File: config.mk
export PLATFORM = sky130hd
export DESIGN_NAME = tcch_cordic
export DESIGN_NICKNAME = d
export VERILOG_FILES = /design/src/tcch_pkg.sv /design/src/tcch_cordic.sv
export SDC_FILE = /design/constraint.sdc
export NUM_CORES = 1
export LEC_CHECK = 0
export BUFFER_PORTS_ARGS = -buffer_cell sky130_fd_sc_hd__buf_4
export CAP_MARGIN = 15
export CORE_ASPECT_RATIO = 0.7
export CORE_MARGIN = 8
export CORE_UTILIZATION = 60
export DETAILED_ROUTE_END_ITERATION = 12
export PLACE_DENSITY = 0.85
export SYNTH_ARGS = -nofsm -noshare
export SYNTH_HDL_FRONTEND = slang
export SYNTH_SLANG_ARGS = --single-unit
File: constraint.sdc
create_clock -name clock -period 10.6 [get_ports clock]
set_clock_uncertainty 0.1 [all_clocks]
set_input_delay 1.59 -clock clock [delete_from_list [all_inputs] [get_ports clock]]
set_output_delay 1.59 -clock clock [all_outputs]
set_load 0.02 [all_outputs]
File: src/tcch_pkg.sv
`timescale 1ns / 1ps
package tcch_pkg;

   localparam int CORDIC_STEPS = 16;
   localparam int SCALE_FRAC   = 12;

   localparam int CW       = 34;
   localparam int ITER_W   = $clog2(CORDIC_STEPS);
   localparam int RSUM_W   = 18;
   localparam int SCALE_W  = RSUM_W + SCALE_FRAC;
   localparam int MUL_A_W  = 35;
   localparam int MUL_B_W  = SCALE_W + 1;
   localparam int PROD_W   = MUL_A_W + MUL_B_W;
   localparam int DIV_BITS = 2;
   localparam int DIV_W0   = (SCALE_W > 30) ? SCALE_W : 30;
   localparam int DIV_W    = DIV_W0 + (DIV_W0 % 2);
   localparam int DVS_W    = 18;
   localparam int SMOOTH_DIV = 10;

   localparam logic signed [CW-1:0] CORDIC_GAIN = CW'(652032874);
   localparam logic signed [CW-1:0] HALF_TURN   = CW'(1179648000);

   typedef struct packed {
      logic               mode;
      logic signed [15:0] raw_x;
      logic signed [15:0] raw_y;
      logic signed [15:0] raw_z;
      logic signed [15:0] tilt_about_x;
      logic signed [15:0] tilt_about_y;
   } req_type;

   typedef struct packed {
      logic signed [15:0] corrected_x;
      logic signed [15:0] corrected_y;
      logic signed [15:0] corrected_z;
      logic [15:0]        heading;
   } rsp_type;

   typedef struct packed {
      logic start;
      logic vectoring;
   } cordic_cmd_type;

   function automatic logic signed [CW-1:0] atan_entry(input int idx);
      logic signed [CW-1:0] v;
      case (idx)
         0:  v = CW'(294912000);
         1:  v = CW'(174096719);
         2:  v = CW'(91987925);
         3:  v = CW'(46694507);
         4:  v = CW'(23437865);
         5:  v = CW'(11730358);
         6:  v = CW'(5866610);
         7:  v = CW'(2933484);
         8:  v = CW'(1466765);
         9:  v = CW'(733385);
         10: v = CW'(366693);
         11: v = CW'(183347);
         12: v = CW'(91674);
         13: v = CW'(45837);
         14: v = CW'(22918);
         15: v = CW'(11459);
         16: v = CW'(5730);
         17: v = CW'(2865);
         18: v = CW'(1432);
         19: v = CW'(716);
         20: v = CW'(358);
         21: v = CW'(179);
         22: v = CW'(90);
         23: v = CW'(45);
         default: v = '0;
      endcase
      return v;
   endfunction

endpackage

File: src/tcch_cordic.sv
`timescale 1ns / 1ps
module tcch_cordic (
   input  logic                           clock,
   input  logic                           reset,
   input  tcch_pkg::cordic_cmd_type       cmd,
   input  logic signed [tcch_pkg::CW-1:0] x0,
   input  logic signed [tcch_pkg::CW-1:0] y0,
   input  logic signed [tcch_pkg::CW-1:0] z0,
   output logic                           done,
   output logic signed [tcch_pkg::CW-1:0] x,
   output logic signed [tcch_pkg::CW-1:0] y,
   output logic signed [tcch_pkg::CW-1:0] z
);
   import tcch_pkg::*;

   logic              busy_ff, busy_in;
   logic              done_ff, done_in;
   logic              vect_ff, vect_in;
   logic [ITER_W-1:0] iter_ff, iter_in;
   logic signed [CW-1:0] x_ff, x_in, y_ff, y_in, z_ff, z_in;
   logic signed [CW-1:0] xs, ys, at;
   logic              ccw;

   assign xs  = x_ff >>> iter_ff;
   assign ys  = y_ff >>> iter_ff;
   assign at  = atan_entry(int'(iter_ff));
   // vectoring drives y toward zero, rotation drives z toward zero
   assign ccw = vect_ff ? (y_ff[CW-1] || (y_ff == '0)) : !z_ff[CW-1];

   always_comb begin
      busy_in = busy_ff;
      done_in = 1'b0;
      vect_in = vect_ff;
      iter_in = iter_ff;
      x_in    = x_ff;
      y_in    = y_ff;
      z_in    = z_ff;
      if (cmd.start) begin
         busy_in = 1'b1;
         vect_in = cmd.vectoring;
         iter_in = '0;
         x_in    = x0;
         y_in    = y0;
         z_in    = z0;
      end else if (busy_ff) begin
         if (ccw) begin
            x_in = x_ff - ys;
            y_in = y_ff + xs;
            z_in = z_ff - at;
         end else begin
            x_in = x_ff + ys;
            y_in = y_ff - xs;
            z_in = z_ff + at;
         end
         iter_in = iter_ff + ITER_W'(1);
         if (iter_ff == ITER_W'(CORDIC_STEPS - 1)) begin
            busy_in = 1'b0;
            done_in = 1'b1;
         end
      end
   end

   always_ff @(posedge clock) begin
      if (reset) begin
         busy_ff <= 1'b0;
         done_ff <= 1'b0;
         iter_ff <= '0;
      end else begin
         busy_ff <= busy_in;
         done_ff <= done_in;
         iter_ff <= iter_in;
      end
      vect_ff <= vect_in;
      x_ff    <= x_in;
      y_ff    <= y_in;
      z_ff    <= z_in;
   end

   assign done = done_ff;
   assign x    = x_ff;
   assign y    = y_ff;
   assign z    = z_ff;

endmodule

==> flow_summary.yaml <==
worst_hold_path:
  hold_class: "flip-flop to flip-flop"
  whs_endpoint: "busy_ff$_SDFF_PP0_"
  hp-start: "busy_ff$_SDFF_PP0_"
  min_path_cells: 2
synthesis:
  async_reset_ff_frac: 0
  synth_flop_cell: "edfxtp_1"
  synth_xor_area_frac: 0.0852
  synth_edf_count: 103
  ys.warnings.count: 0
  synth_top_family_by_area: "compound AO/OA/AOI/OAI gates"
  yosysSeqAreaShare: 0.224
  synth-adder-area-share: 0.0869
  syn_inst: 1975
  synthMuxAreaShare: 0.142
  syn_avg_cell_area_um2: 8.59
  syn_area_um2: 17000
  synthesis.nets: 2197
  ys_types: 99
  ys_ff_latch: 138
  synth_compound_area_frac: 0.248
  synthSimpleGateAreaFrac: 0.163
final_layout:
  layout-drive-gt1-share: 0.179
  n_antenna_cell: 0
  num-nets-final: 2337
  area_growth_pct: 12.4
  fillers: 2258
clock_network:
  clkSinkCount: 138
  cts_made_buffers: 17
  ctsHoldBuffers: 0
  cts_setup_buffers: 0
  ctsResizeCount: 0
  cts_tree: "yes"
  root_buffer: "clkbuf_16"
  htree_levels: 4
  insertion_delay_ns: 0.44
  clk_path_buf_depth: 2
  clk_pin_slew_worst_paths_ns: 0.06
sta:
  rsz0062_at_grt: "false"
  fmax_mhz: 137
  worstMarginPinSlew_ns: 1.03
  min_period_over_period: 0.687
  max_slew_margin: 0.299
  period_minus_slack_ns: 7.28
  setup_viol_count_final: 0
  finalHoldViolCount: 0
  slew_viol_final: 0
  tns_ns: 0
global_routing:
  grt_pass1_wl_mm: 87.9
  globalRouteOverflowTotal: 0
  grt_max_degree: 92
  track_usage: 0.324
  antenna_found_initial: 1
  grt_pass1_vias: 15400
drt:
  via_per_inst: 6.66
  avgRoutedWirePerCell_um: 22.8
  wl_mm: 57.1
  vias: 16600
  post-route-drc-count: 0
  drtIter0Drc: 2162
  first_pass_iters: 6
  ant_nets: 0
critical_path:
  cpMostUsedCell: "o21ai_0"
  end_kind: "flip-flop"
  r2r-start: "iter_ff[1]$_SDFFE_PP0P_"
  crit_family: "compound AO/OA/AOI/OAI gates"
  worstPathBufferInverterCount: 2
  worst-r2r-cell-count: 22
  cpPeakStageDelay_ns: 0.87
  critPathRequiredTime_ns: 10.68
  arrival_ns: 7.36
  start_kind: "flip-flop"
  crit_path_max_fanout: 63
  critPathKind: "flip-flop to flip-flop"
  r2r_end: "x[33]$_DFFE_PP_"
  worstPathCellList: "mux4_2 > nand2_1 > o21ai_0 > o21a_1 > inv_1 > ha_1 > inv_1 > a211o_1 > nand4b_1 > nor3_1 > a31oi_1 > xor2_1 > ha_1 > a21o_1 > a21o_1 > a21oi_1 > o21ai_0 > a31oi_1 > o21ai_0 > a2111oi_0 > o211a_1 > nor4_2"
  ff2ff_setup_slack_ns: 3.32
  cp_slowest_cell: "dfxtp_4"
floorplan:
  die_h_um: 157
  top_level_ports: 209
  start_util: 0.610
  fp.coreArea_um2: 27800
  rows: 51
  dieArea_um2: 34000
  die_w_um: 217
placement:
  gp_congestion: 1.02
  post-dp-hpwl_mm: 43.4
  io_buffers: 208
status:
  status: "complete, no violations"
run:
  maxCapViolCount: 0
## synth_stat cells (10+ instances only)
cell type	count	area, um2
nor4_1	15	93.8
buf_6	11	124
clkbuf_8	10	138
o31ai_1	32	240
a21o_1	64	480
xnor2_1	92	806
a31oi_1	28	175
o211ai_1	13	97.6
mux4_2	44	991
nand2b_1	26	163
a21oi_1	139	696
buf_2	13	65.1
o21bai_1	11	82.6
mux2i_1	73	731
nor2b_1	18	113
and2_1	16	100
dfxtp_1	35	701
a211oi_1	26	195
o21a_1	26	195
or3_1	12	75.1
and3_1	12	75.1
nand3_1	25	125
or2_2	11	68.8
a21boi_0	12	90.1
nand2_1	237	890
a31o_2	10	87.6
clkbuf_1	44	165
o21ai_0	181	906
edfxtp_1	103	3090
ha_1	113	1410
nor2_1	128	480
inv_1	59	221
xor2_1	73	639
mux2_2	36	405
nor3_1	44	220
buf_1	12	45.0
## layout make-up
| class | instances | area (um2) | area share |
|---|---|---|---|
| tap | 371 | 464 | 0.0243 |
| inverter | 61 | 229 | 0.0120 |
| sequential | 138 | 3800 | 0.199 |
| multi-input combinational | 1677 | 12300 | 0.646 |
| clock inverter | 13 | 168 | 0.00879 |
| clock buffer | 19 | 433 | 0.0227 |
| timing repair buffer | 220 | 1660 | 0.0868 |
## placed cells by master (no fill, tap or decap), types with 8 or more instances in the layout
cell	count
mux2_2	36
mux4_1	9
and2_1	16
o21bai_1	11
nand4_1	9
o21a_1	26
nor3_1	44
edfxtp_1	103
xor2_1	73
or3_1	12
or2_2	10
o211ai_1	13
a21o_1	64
nand2b_1	26
dfxtp_1	31
inv_1	59
xnor2_1	92
nor2_1	128
mux4_2	44
clkbuf_16	17
a31o_2	10
buf_4	219
a2111oi_0	8
nor4_1	15
nor2b_1	18
o21ai_0	181
nand2_1	237
a21boi_0	12
a31oi_1	28
ha_1	113
o31ai_1	31
a211oi_1	26
nand3_1	25
a21oi_1	139
and3_1	12
mux2i_1	73
## per-stage QoR
step	hold slack [ns]	instance area (um2)	worst slack, ns	instances	utilization
2_1_floorplan	0.563	17000	4.61	1975	-
3_5_place_dp	0.532	18500	3.58	2467	0.664
4_1_cts	0.544	19100	3.54	2499	0.685
5_1_grt	0.595	19100	3.11	2499	0.685
6_report	0.551	19100	3.32	2499	0.685
3_3_place_gp	0.529	18500	3.78	2467	0.664
## registers in the layout, summed over array words and instances (netlist names)
register	cells
at	29
busy_ff	1
done	1
iter_ff	4
vect_ff	1
x	34
y	34
z	34
## worst max path at each step
stage	from	end	depth (start not counted)
final	iter_ff[1]$_SDFFE_PP0P_	x[33]$_DFFE_PP_	22
after global routing	iter_ff[1]$_SDFFE_PP0P_	x[33]$_DFFE_PP_	22
after CTS	iter_ff[1]$_SDFFE_PP0P_	x[33]$_DFFE_PP_	22
after detailed placement	iter_ff[1]$_SDFFE_PP0P_	x[33]$_DFFE_PP_	22
after global placement	iter_ff[1]$_SDFFE_PP0P_	x[33]$_DFFE_PP_	22
after floorplan	iter_ff[0]$_SDFFE_PP0P_	x[33]$_DFFE_PP_	27
## layer usage
metal	vias up	wire (um)	global-route usage	part of all wire
li1	7726	-	-	-
met1	7812	26300	0.489	0.46
met2	1016	22100	0.435	0.39
met3	87	7660	0.107	0.13
met4	2	996	0.0694	0.017
met5	-	10	0	0.00018
## worst reg2reg max path, stage by stage, from the launching register on
cell	delay, ns
dfxtp_4	0.87
mux4_2	0.73
nand2_1	0.12
o21ai_0	0.21
o21a_1	0.27
inv_1	0.07
ha_1	0.16
inv_1	0.04
a211o_1	0.33
nand4b_1	0.31
nor3_1	0.72
a31oi_1	0.20
xor2_1	0.20
ha_1	0.36
a21o_1	0.25
a21o_1	0.19
a21oi_1	0.13
o21ai_0	0.10
a31oi_1	0.30
o21ai_0	0.30
a2111oi_0	0.75
o211a_1	0.28
nor4_2	0.05
## cells by family after synthesis
family	after synthesis
AOI/OAI and AO/OA	645
and+or+nand+nor	587
xor gates and xnor gates	165
muxes	164
buffers and inverters	160
DFF	138
adders and majority gates	116
Power is not shown: default switching activity piles up to over one toggle a cycle in this logic, so the estimate is an artifact.
