--- src/tcch_pkg.sv ---
`timescale 1ns / 1ps
package tcch_pkg;

   localparam int CORDIC_STEPS = 16;
   localparam int SCALE_FRAC   = 12;

   localparam int CW       = 34;
   localparam int ITER_W   = $clog2(CORDIC_STEPS);
   localparam int RSUM_W   = 18;
   localparam int SCALE_W  = RSUM_W + SCALE_FRAC;
   localparam int MUL_A_W  = 35;
   localparam int MUL_B_W  = SCALE_W + 1;
   localparam int PROD_W   = MUL_A_W + MUL_B_W;
   localparam int DIV_BITS = 2;
   localparam int DIV_W0   = (SCALE_W > 30) ? SCALE_W : 30;
   localparam int DIV_W    = DIV_W0 + (DIV_W0 % 2);
   localparam int DVS_W    = 18;
   localparam int SMOOTH_DIV = 10;

   localparam logic signed [CW-1:0] CORDIC_GAIN = CW'(652032874);
   localparam logic signed [CW-1:0] HALF_TURN   = CW'(1179648000);

   typedef struct packed {
      logic               mode;
      logic signed [15:0] raw_x;
      logic signed [15:0] raw_y;
      logic signed [15:0] raw_z;
      logic signed [15:0] tilt_about_x;
      logic signed [15:0] tilt_about_y;
   } req_type;

   typedef struct packed {
      logic signed [15:0] corrected_x;
      logic signed [15:0] corrected_y;
      logic signed [15:0] corrected_z;
      logic [15:0]        heading;
   } rsp_type;

   typedef struct packed {
      logic start;
      logic vectoring;
   } cordic_cmd_type;

   function automatic logic signed [CW-1:0] atan_entry(input int idx);
      logic signed [CW-1:0] v;
      case (idx)
         0:  v = CW'(294912000);
         1:  v = CW'(174096719);
         2:  v = CW'(91987925);
         3:  v = CW'(46694507);
         4:  v = CW'(23437865);
         5:  v = CW'(11730358);
         6:  v = CW'(5866610);
         7:  v = CW'(2933484);
         8:  v = CW'(1466765);
         9:  v = CW'(733385);
         10: v = CW'(366693);
         11: v = CW'(183347);
         12: v = CW'(91674);
         13: v = CW'(45837);
         14: v = CW'(22918);
         15: v = CW'(11459);
         16: v = CW'(5730);
         17: v = CW'(2865);
         18: v = CW'(1432);
         19: v = CW'(716);
         20: v = CW'(358);
         21: v = CW'(179);
         22: v = CW'(90);
         23: v = CW'(45);
         default: v = '0;
      endcase
      return v;
   endfunction

endpackage

--- src/tcch_div.sv ---
`timescale 1ns / 1ps
module tcch_div (
   input  logic                       clock,
   input  logic                       reset,
   input  logic                       start,
   input  logic [tcch_pkg::DIV_W-1:0] dividend,
   input  logic [tcch_pkg::DVS_W-1:0] divisor,
   output logic                       done,
   output logic [tcch_pkg::DIV_W-1:0] quotient
);
   import tcch_pkg::*;

   localparam int CYCLES = DIV_W / DIV_BITS;
   localparam int CNT_W  = $clog2(CYCLES);

   logic             busy_ff, busy_in;
   logic             done_ff, done_in;
   logic [CNT_W-1:0] cnt_ff, cnt_in;
   logic [DVS_W:0]   rem_ff, rem_in, rem_t;
   logic [DIV_W-1:0] quo_ff, quo_in, quo_t;
   logic [DVS_W-1:0] dvs_ff, dvs_in;

   // restoring divide, DIV_BITS quotient bits per cycle
   always_comb begin
      rem_t = rem_ff;
      quo_t = quo_ff;
      for (int k = 0; k < DIV_BITS; k++) begin
         rem_t = {rem_t[DVS_W-1:0], quo_t[DIV_W-1]};
         quo_t = {quo_t[DIV_W-2:0], 1'b0};
         if (rem_t >= {1'b0, dvs_ff}) begin
            rem_t    = rem_t - {1'b0, dvs_ff};
            quo_t[0] = 1'b1;
         end
      end
   end

   always_comb begin
      busy_in = busy_ff;
      done_in = 1'b0;
      cnt_in  = cnt_ff;
      rem_in  = rem_ff;
      quo_in  = quo_ff;
      dvs_in  = dvs_ff;
      if (start) begin
         rem_in  = '0;
         quo_in  = dividend;
         dvs_in  = divisor;
         cnt_in  = '0;
         busy_in = 1'b1;
      end else if (busy_ff) begin
         rem_in = rem_t;
         quo_in = quo_t;
         cnt_in = cnt_ff + CNT_W'(1);
         if (cnt_ff == CNT_W'(CYCLES - 1)) begin
            busy_in = 1'b0;
            done_in = 1'b1;
         end
      end
   end

   always_ff @(posedge clock) begin
      if (reset) begin
         busy_ff <= 1'b0;
         done_ff <= 1'b0;
         cnt_ff  <= '0;
      end else begin
         busy_ff <= busy_in;
         done_ff <= done_in;
         cnt_ff  <= cnt_in;
      end
      rem_ff <= rem_in;
      quo_ff <= quo_in;
      dvs_ff <= dvs_in;
   end

   assign done     = done_ff;
   assign quotient = quo_ff;

endmodule

--- config.mk ---
export PLATFORM = sky130hd
export DESIGN_NAME = tcch_div
export DESIGN_NICKNAME = d
export VERILOG_FILES = /design/src/tcch_pkg.sv /design/src/tcch_div.sv
export SDC_FILE = /design/constraint.sdc
export NUM_CORES = 1
export LEC_CHECK = 0
export BUFFER_PORTS_ARGS = -buffer_cell sky130_fd_sc_hd__buf_2
export CAP_MARGIN = 20
export CORE_ASPECT_RATIO = 0.7
export CORE_MARGIN = 8
export CORE_UTILIZATION = 49
export CTS_CLUSTER_SIZE = 25
export DETAILED_ROUTE_END_ITERATION = 10
export HOLD_SLACK_MARGIN = 0.02
export PLACE_DENSITY_LB_ADDON = 0.1
export SLEW_MARGIN = 20
export SYNTH_ARGS = -nofsm -noshare
export SYNTH_HDL_FRONTEND = slang
export SYNTH_SLANG_ARGS = --single-unit
--- constraint.sdc ---
create_clock -name clock -period 4.4 [get_ports clock]
set_clock_uncertainty 0.1 [all_clocks]
set_input_delay 0.88 -clock clock [delete_from_list [all_inputs] [get_ports clock]]
set_output_delay 0.88 -clock clock [all_outputs]
set_load 0.02 [all_outputs]
==> reports/qor.txt, run 1 <==
max_cap viols: 0
layout cells sized above 1: 0.5761
detail-routed via count per cell: 5.786
Synth Flop Type: edfxtp_1
largest cells by area after synthesis: edfxtp_1, dfxtp_1, ha_1
Commonest cells post-synth: edfxtp_1, mux2_2, nor2_1
placed instance count: 791
first-pass GRT wire length: 23.93 mm
Die X: 136.5 um
Cells after Synth: 474
mean area per synthesized cell: 10.51 um^2
Routed WL per cell: 20.37 um
Critical Path RT: 4.48 ns
CP arrival: 4.53 ns
CP max FO: 7
largest area contributor in the netlist: edfxtp_1
final max-slew violation count: 0
most common cell in the netlist: edfxtp_1
GRT Overall Usage: 0.2220
Worst Hold Margin: 0.4399 ns
share of the synthesized area in the top cell type: 0.2892
H-tree depth: 3
later-pin clock latency in the skew report: 0.34 ns
CTS Sinks: 72
CP Capture Type: flip-flop
Layout area overhead: 56.34%
Mapped Area: 4984 um^2
number of synthesized register bits: 72
post-synthesis sequential area ratio: 0.3856
Final setup viols: 7
Clock Tree Root: clkbuf_16
TritonRoute pass-1 iters: 5
Hold Vio Cnt, Final: 0
Slew headroom: 0.5050
Pwr Total: 5.189 mW
EDFF count, synth: 48
Routed WL: 17.07 mm
Worst Hold Class: reg -> reg
routability congestion estimate: 0.8773
Worst VDD drop: 0.3292 mV
row cnt: 30
worst r2r path cells: 19
# diodes: 0
RSZ-0062 raised after global routing: true
Post-DRT Antenna Nets: 0
status: complete, but fails checks
vias in the first global route: 4640
setup tns final: -0.1604 ns
Static Leakage: 3.299 nW
Warnings, synthesis: 0
Startpoint Class: flip-flop
Initial Utilization: 0.5087
fraction of registers with async set/reset: 0
Setup WS pre-CTS: -0.5698 ns
# fillers: 584
total gr overflow: 0
pin count of the biggest net entering global routing: 46
clock slew at reported path FFs: 0.06 ns
Yosys cell types: 68
hold_buf cts: 0
drt first-iter violations: 314
failing checks: negative setup slack
final critical-path required period: 4.445 ns
final std cells w/o fill: 838
core footprint: 9797 um^2
Vias: 4849
Clock Path Buffers: 2
Final Worst Setup Slack: -0.04470 ns
hold path cells: 2
Post-route DRC: 0
die area: 13700 um^2
HPWL after DPL: 11.30 mm
count of input and output buffers: 81
Synthesized Nets: 565
Num CTS Buffers: 9
max frequency: 225.0 MHz
CTS tree: done
DIE HEIGHT: 100.4 um
PwrDens: 665.9 nW/um^2
period utilisation layout: 1.010
initial antenna violation count: 0
Ports: 82
critical path class: reg -> reg
nets: 796
Worst Tran Pin Value: 0.7425 ns
-- critical path: stages, from the launching register on --
cell and delay [ns]:
edfxtp_1 0.44, ha_4 0.30, nand4_1 0.12, or4_4 0.51, o21a_4 0.22, o21ai_4 0.14, buf_6 0.21, buf_12 0.11
mux2_4 0.32, ha_4 0.31, nand3_2 0.12, nor2_2 0.19, o31ai_2 0.09, buf_4 0.15, nand3_2 0.09, o311ai_4 0.11
o211ai_4 0.19, buf_6 0.20, mux2i_1 0.25, a211oi_1 0.12
-- cell families (layout without fill, tap and decap cells) --
logic type      count (synthesis)  in the layout  share of synthesized area
simple gates                  111            111                     0.1167
fa+ha+maj                      40             40                     0.1034
xor+xnor                       29             29                    0.05097
flops                          72             72                     0.3856
mux                            58             58                     0.1275
buf+inv                        45            281                    0.03942
compound gates                119            119                     0.1763
-- path summary, 6_finish.rpt --
path / from / end / slack, ns
setup / recovery: dvs_ff[0]$_DFFE_PP_ / rem_ff[3]$_SDFFE_PP0P_ / -0.04
hold / removal: cnt_ff[3]$_SDFFE_PP0P_ / done$_SDFF_PP0_ / 0.44
setup reg to reg: dvs_ff[0]$_DFFE_PP_ / rem_ff[3]$_SDFFE_PP0P_ / -0.04
hold reg to reg: cnt_ff[3]$_SDFFE_PP0P_ / done$_SDFF_PP0_ / 0.44
-- routing by layer --
metal / vias to the layer above / global-route usage / routed length [um]
met5: - / 0 / 0
met4: 0 / 0.06056 / 397
met3: 48 / 0.06138 / 1065
met2: 189 / 0.3480 / 8291
met1: 2356 / 0.2929 / 7316
li1: 2256 / - / -
-- final cells by class --
class | count | area, um^2 | share of cell area
Tap cell | 128 | 160.2 | 0.02056
Inverter | 29 | 113.9 | 0.01461
Clock buffer | 10 | 239.0 | 0.03067
Clock inverter | 6 | 67.56 | 0.008672
Sequential cell | 72 | 1922 | 0.2467
Multi-Input combinational cell | 357 | 3657 | 0.4694
Timing Repair Buffer | 236 | 1632 | 0.2094
-- cell usage in the layout, fill, tap and decap left out, types with 4 or more instances in the layout --
master,Yosys,routed
a211oi_1,21,14
a211oi_2,0,6
a21o_1,8,8
a21oi_1,25,14
a21oi_2,2,8
a21oi_4,0,5
buf_2,0,81
buf_4,0,143
buf_6,3,10
clkbuf_16,0,9
dfxtp_1,24,24
edfxtp_1,48,48
ha_1,38,8
ha_4,0,27
inv_1,28,16
inv_2,0,12
mux2_2,41,35
mux2_4,0,9
mux2i_1,14,9
nand2_1,14,14
nand2b_1,7,6
nand4_1,7,7
nor2_1,39,35
nor2_2,0,4
nor3_1,10,10
o211ai_1,5,5
o21a_1,7,6
o21ai_0,14,10
xnor2_1,18,18
xor2_1,11,11
-- registers in the layout, summed over array words and instances, names as in the netlist --
| signal | cells |
|---|---|
| cnt_ff | 4 |
| dvs_ff | 18 |
| done | 1 |
| rem_ff | 18 |
| busy_ff | 1 |
| quotient | 30 |
-- per-stage QoR --
step | util | instance area [um^2]
floorplan | - | 4997
detailed placement | 0.6544 | 6411
CTS | 0.7350 | 7201
global placement | 0.6544 | 6411
global route | 0.7953 | 7791
finish | 0.7953 | 7791
-- power breakdown --
part	leakage, nW	total (mW)	internal (mW)	switching (mW)
registers	0.676	0.891	0.824	0.0675
clock network	0.145	0.756	0.457	0.300
logic	2.48	3.54	1.82	1.72
total	3.30	5.19	3.10	2.09
-- timing repair --
item	in CTS	in global routing
buffers inserted	11	20
pin swaps	18	53
setup endpoints to repair	19	19
gates resized for setup	57	84
Note: power is estimated with default switching activity, not from simulation.
==> run 2: changes to the inputs <==
--- a/config.mk
+++ b/config.mk
@@ -10,10 +10,12 @@
 export CORE_ASPECT_RATIO = 0.7
 export CORE_MARGIN = 8
 export CORE_UTILIZATION = 49
-export CTS_CLUSTER_SIZE = 25
+export CTS_BUF_LIST = sky130_fd_sc_hd__clkbuf_8
+export CTS_CLUSTER_SIZE = 24
 export DETAILED_ROUTE_END_ITERATION = 10
 export HOLD_SLACK_MARGIN = 0.02
 export PLACE_DENSITY_LB_ADDON = 0.1
+export RECOVER_POWER = 50
 export SLEW_MARGIN = 20
 export SYNTH_ARGS = -nofsm -noshare
 export SYNTH_HDL_FRONTEND = slang
==> reports/qor.txt, run 2 (synthesis results as in run 1) <==
HPWL after DPL: 11.30 mm (unchanged)
core footprint: 9797 um^2 (unchanged)
first-pass GRT wire length: 23.92 mm (about the same)
Worst VDD drop: 0.3024 mV (-8.1%)
Layout area overhead: 51.90%
nets: 795 (-0.13%)
Clock power frac: 0.114 (-0.032)
Crit-path slowest cell: or4_4
PwrDens: 646.0 nW/um^2 (-3.0%)
detail-routed via count per cell: 5.668 (-2.0%)
drt first-iter violations: 411 (+31%)
RSZ-0062 raised after global routing: true
Slew headroom: 0.5079 (+0.002939)
Clock Path Buffers: 2 (unchanged)
TritonRoute pass-1 iters: 8 (+3)
Ports: 82 (unchanged)
H-tree depth: 3 (unchanged)
Worst Tran Pin Value: 0.7381 ns (-0.004408 ns)
CTS Sinks: 72 (unchanged)
CP arrival: 4.61 ns (+0.08 ns)
later-pin clock latency in the skew report: 0.36 ns (+0.02 ns)
Post-route DRC: 0 (unchanged)
Routed WL per cell: 19.59 um (-3.8%)
most frequent cells in the layout: buf_4, buf_2, edfxtp_1, nor2_1, mux2_2
worst-path cell chain: ha_4 > nand4_1 > or4_4 > o21a_4 > o21ai_4 > buf_12 > buf_6 > mux2_4 > ha_4 > nand4_1 > buf_4 > nor4_4 > a211oi_2 > nand3_2 > o311ai_4 > o211ai_4 > buf_6 > mux2i_4 > a211oi_2
critical path class: reg -> reg
total gr overflow: 0 (unchanged)
pin count of the biggest net entering global routing: 46 (unchanged)
cell area after layout: 7570 um^2 (-2.8%)
sequential cell area: 1922 um^2 (unchanged)
clock slew at reported path FFs: 0.09 ns (+0.03 ns)
Startpoint Class: flip-flop
CP max stage delay: 0.50 ns (about the same)
commonest non-fill, non-tap cell in the layout: buf_4
failing checks: negative setup slack
Initial Utilization: 0.5087 (unchanged)
DIE HEIGHT: 100.4 um (unchanged)
sw frac: 0.4130 (+0.009948)
Final setup viols: 16 (+9)
Die X: 136.5 um (unchanged)
Worst Hold Class: reg -> reg
period utilisation layout: 1.019 (+0.008500)
placed cell areas: 6411 um^2 (unchanged)
vias in the first global route: 4651 (+0.24%)
# diodes: 0 (unchanged)
Psw: 2.020 mW (-3.4%)
Comb pwr share: 0.704 (+0.022)
CP max FO: 7 (unchanged)
Largest register FFs: 30 (unchanged)
GRT Overall Usage: 0.2220 (about the same)
P_int: 2.871 mW (-7.3%)
Clock Tree Root: clkbuf_8
Vias: 4744 (-2.2%)
final max-slew violation count: 0 (unchanged)
layout cells sized above 1: 0.5571 (-0.01893)
CP bufs+invs: 4 (unchanged)
Worst Hold Margin: 0.4333 ns (-0.006621 ns)
setup tns final: -0.5733 ns (-0.4129 ns)
Pwr Total: 4.890 mW (-5.7%)
CP top delay family: simple AND/OR/NAND/NOR gates
row cnt: 30 (unchanged)
# fillers: 633 (+8.4%)
max frequency: 223.1 MHz (-0.83%)
status: complete, but fails checks
area of the multi-input gates: 3553 um^2 (-2.8%)
final critical-path required period: 4.482 ns (+0.03740 ns)
Post-DRT Antenna Nets: 0 (unchanged)
routability congestion estimate: 0.8773 (unchanged)
Routed WL: 16.40 mm (-4.0%)
count of input and output buffers: 81 (unchanged)
Num CTS Buffers: 9 (unchanged)
Hold Vio Cnt, Final: 0 (unchanged)
die area: 13700 um^2 (unchanged)
CP Capture Type: flip-flop
Reg power frac: 0.182 (+0.010)
Critical Path RT: 4.53 ns (+0.05 ns)
CTS tree: done
initial antenna violation count: 0 (unchanged)
Final Worst Setup Slack: -0.08210 ns (-0.03740 ns)
max_cap viols: 0 (unchanged)
Static Leakage: 3.239 nW (-1.8%)
-- run 2: stage by stage --
step | cells | setup slack, ns | utilization
final | 837 | -0.08210 | 0.7727
after CTS | 820 | -0.002902 | 0.7236
after global routing | 837 | -0.1743 | 0.7727
after floorplan | 474 | 0.06654 | -
after detailed placement | 791 | -0.5698 | 0.6544
after global placement | 791 | -0.5925 | 0.6544
-- run 2: area by class of cell --
cell class,instances,share of cell area
clock buffer,10,0.01818
clock inverter,6,0.008926
inverter,29,0.01504
multi-input combinational,357,0.4694
sequential,72,0.2539
tap,128,0.02116
timing repair buffer,235,0.2134
-- run 2: layer usage --
layer  part of all wire  GRT usage  up-vias
met5                  0          0        -
met4              0.013    0.05467        0
met3              0.058    0.05339       29
met2               0.48     0.3566      139
met1               0.45     0.2929     2317
li1                   -          -     2259
-- run 2: timing repair --
action	4_1_cts	5_1_grt
cloned	0	0
pin swaps	18	42
endpoints found under the setup margin	19	19
hold buffers	0	0
resized for setup	57	65
setup buffers	13	17
-- run 2: worst paths after layout --
| check | start | to | slack [ns] | cells past startpoint |
|---|---|---|---|---|
| worst max-delay path | dvs_ff[0]$_DFFE_PP_ | rem_ff[6]$_SDFFE_PP0P_ | -0.08 | 19 |
| worst max register to register | dvs_ff[0]$_DFFE_PP_ | rem_ff[6]$_SDFFE_PP0P_ | -0.08 | 19 |
| worst min register to register | cnt_ff[3]$_SDFFE_PP0P_ | done$_SDFF_PP0_ | 0.43 | 2 |
| worst min-delay path | cnt_ff[3]$_SDFFE_PP0P_ | done$_SDFF_PP0_ | 0.43 | 2 |
-- run 2: power by group through the flow --
stage / registers (mW) / logic [mW] / clock network [mW]
6_report: 0.888 / 3.44 / 0.560
5_1_grt: 0.896 / 3.62 / 0.595
4_1_cts: 0.879 / 2.88 / 0.564
3_5_place_dp: 0.885 / 2.45 / 0
3_3_place_gp: 0.882 / 2.40 / 0
2_1_floorplan: 0.925 / 1.50 / 0
-- run 2: worst register-to-register path, stage by stage, from the launching register on --
cell      delay (ns)
edfxtp_1        0.45
ha_4            0.30
nand4_1         0.13
or4_4           0.50
o21a_4          0.22
o21ai_4         0.06
buf_12          0.14
buf_6           0.11
mux2_4          0.32
ha_4            0.29
nand4_1         0.18
buf_4           0.20
nor4_4          0.21
a211oi_2        0.11
nand3_2         0.09
o311ai_4        0.12
o211ai_4        0.21
buf_6           0.21
mux2i_4         0.29
a211oi_2        0.10
==> run 3: changes to the inputs <==
--- a/config.mk
+++ b/config.mk
@@ -5,8 +5,8 @@
 export SDC_FILE = /design/constraint.sdc
 export NUM_CORES = 1
 export LEC_CHECK = 0
+export ABC_AREA = 1
 export BUFFER_PORTS_ARGS = -buffer_cell sky130_fd_sc_hd__buf_2
-export CAP_MARGIN = 20
 export CORE_ASPECT_RATIO = 0.7
 export CORE_MARGIN = 8
 export CORE_UTILIZATION = 49
==> reports/qor.txt, run 3 <==
status: complete, but fails checks
failing checks: max-capacitance violations, max-slew violations
Vias: 4851 (+2.3%)
Commonest cells post-synth: nand2_1, inv_1, nand3_1
Compound-Gate Fraction of Synth Area: 0.06224 (-0.1140)
Hold Vio Cnt, Final: 0 (unchanged)
commonest non-fill, non-tap cell in the layout: nand2_1
Largest register FFs: 30 (unchanged)
Synthesized Nets: 833 (+47%)
Post-Synth Adder-Cell Area: 0.09640 (-0.007043)
critical path class: reg -> reg
number of synthesized register bits: 72 (unchanged)
die area: 14570 um^2 (+6.3%)
pin count of the biggest net entering global routing: 48 (+4.3%)
total gr overflow: 0 (unchanged)
# fillers: 1043 (+65%)
Pwr Total: 4.354 mW (-11%)
Warnings, synthesis: 0 (unchanged)
HPWL after DPL: 10.56 mm (-6.6%)
hold path cells: 2 (unchanged)
core footprint: 10810 um^2 (+10%)
nets: 925 (+16%)
most frequent cells in the layout: nand2_1, inv_1, buf_2, nand3_1, edfxtp_1
largest area contributor in the netlist: edfxtp_1
row cnt: 32 (+6.7%)
CTS tree: done
period utilisation layout: 0.9411 (-0.07754)
EDFF count, synth: 48 (unchanged)
post-synthesis sequential area ratio: 0.3594 (-0.02626)
Initial Utilization: 0.4947 (-0.01401)
Routed WL: 13.70 mm (-16%)
max_cap viols: 1 (+1)
Yosys cell types: 35 (-49%)
drt first-iter violations: 309 (-25%)
Routed WL per cell: 14.05 um (-28%)
worst r2r path cells: 30 (+11)
layout cells sized above 1: 0.1919 (-0.3652)
TritonRoute pass-1 iters: 5 (-3)
final critical-path required period: 4.141 ns (-0.3412 ns)
Critical Path RT: 4.55 ns (+0.02 ns)
XOR/XNOR Fraction of Synth Area: 0.04095 (-0.01002)
Worst Tran Pin Value: 1.618 ns (+0.8803 ns)
most used cell, CP: nand2_1
CP max FO: 14 (+7)
most common cell in the netlist: nand2_1
Clock Tree Root: clkbuf_8
GRT Overall Usage: 0.1883 (-0.03371)
Worst VDD drop: 0.2935 mV (-3.0%)
Worst Hold Margin: 0.3759 ns (-0.05739 ns)
Ports: 82 (unchanged)
Mapped Area: 5348 um^2 (+7.3%)
later-pin clock latency in the skew report: 0.36 ns (about the same)
largest cells by area after synthesis: edfxtp_1, nand2_1, dfxtp_1
max frequency: 241.5 MHz (+8.2%)
# diodes: 0 (unchanged)
Startpoint Class: flip-flop
Layout area overhead: 15.63%
Synth Area in Simple Gates: 0.3411 (+0.2244)
mean area per synthesized cell: 7.207 um^2 (-31%)
Static Leakage: 3.352 nW (+3.5%)
CP arrival: 4.29 ns (-0.32 ns)
Clock Path Buffers: 2 (unchanged)
routability congestion estimate: 0.8653 (-1.4%)
Cells after Synth: 742 (+57%)
Crit-path slowest cell: edfxtp_1
Final setup viols: 0 (-16)
largest family of logic cells by synthesized area: simple AND/OR/NAND/NOR gates
vias in the first global route: 4570 (-1.7%)
Worst Hold Class: reg -> reg
hold_buf cts: 0 (unchanged)
final max-slew violation count: 31 (+31)
Post-DRT Antenna Nets: 0 (unchanged)
CP Capture Type: flip-flop
CP max stage delay: 0.36 ns (-0.14 ns)
Slew headroom: -0.07896 (-0.5869)
count of input and output buffers: 81 (unchanged)
first-pass GRT wire length: 21.82 mm (-8.7%)
detail-routed via count per cell: 4.975 (-12%)
H-tree depth: 3 (unchanged)
Num CTS Buffers: 9 (unchanged)
proportion of synthesized area in mux cells: 0 (-0.1275)
Die X: 140.9 um (+3.2%)
CTS Sinks: 72 (unchanged)
DIE HEIGHT: 103.4 um (+3.0%)
PwrDens: 704.1 nW/um^2 (+9.0%)
initial antenna violation count: 0 (unchanged)
Synth Flop Type: edfxtp_1
share of the synthesized area in the top cell type: 0.2695 (-0.01969)
Post-route DRC: 0 (unchanged)
clock slew at reported path FFs: 0.08 ns (about the same)
fraction of registers with async set/reset: 0 (unchanged)
run 3: changes by cell type after synthesis, moves of 14 or more:
cell,previous run,this run
a211oi_1,21,0
nor2_1,39,25
mux2i_1,14,0
nand3_1,7,50
inv_1,28,106
mux2_2,41,0
nand2_1,14,285
run 3: worst paths after layout:
check	from	to	slack (ns)
max	dvs_ff[8]$_DFFE_PP_	rem_ff[6]$_SDFFE_PP0P_	0.26
min	rem_ff[14]$_SDFFE_PP0P_	rem_ff[14]$_SDFFE_PP0P_	0.38
max reg2reg	dvs_ff[8]$_DFFE_PP_	rem_ff[6]$_SDFFE_PP0P_	0.26
min reg2reg	rem_ff[14]$_SDFFE_PP0P_	rem_ff[14]$_SDFFE_PP0P_	0.38
run 3: final cells by class:
class                      instances  area (um^2)  area share
clock buffer                      10        137.6     0.02226
clock inverter                     6        85.08     0.01376
inverter                         111        416.7     0.06738
multi-input combinational        541         2905      0.4699
sequential                        72         1922      0.3108
tap                              136        170.2     0.02752
timing repair buffer              99        546.8     0.08843
run 3: critical path: cells and delay by family (launching register included):
kind,cells,cell delay [ns]
AO/OA/AOI/OAI,1,0.18
buffers and inverters,7,0.73
flip-flops,1,0.36
AND/OR/NAND/NOR,20,2.04
adder cells (fa/ha/maj),2,0.63
run 3: power by group:
group / leakage (nW) / total (mW) / switching [mW] / internal, mW
Clock: 0.114 / 0.593 / 0.260 / 0.333
Combinational: 2.56 / 2.85 / 1.77 / 1.08
Sequential: 0.680 / 0.909 / 0.0715 / 0.837
run 3: timing repair:
item	4_1_cts	5_1_grt
setup buffers	0	4
endpoints found under the setup margin	0	18
resized for setup	0	3
run 3: cell families after synthesis:
kind of cell | Yosys count
AOI/OAI and AO/OA | 63
xor gates and xnor gates | 25
adders and majority gates | 40
buffers and inverters | 129
DFF | 72
and+or+nand+nor | 413
run 3: routing by layer:
layer	wire (um)	vias to the layer above	GRT usage	share of wire
met5	0	-	0	0
met4	144	0	0.04688	0.011
met3	885	14	0.05502	0.065
met2	5921	118	0.2851	0.43
met1	6748	2189	0.2591	0.49
li1	-	2530	-	-
run 3: metrics by stage:
step | area [um^2] | utilization | std cells | setup WS, ns | setup TNS (ns)
floorplan | 5348 | - | 742 | 0.7506 | 0
global placement | 5923 | 0.5479 | 955 | 0.2890 | 0
detailed placement | 5923 | 0.5479 | 955 | 0.2201 | 0
CTS | 6146 | 0.5685 | 971 | 0.1870 | 0
global route | 6183 | 0.5720 | 975 | -0.01179 | -0.02443
finish | 6183 | 0.5720 | 975 | 0.2591 | 0
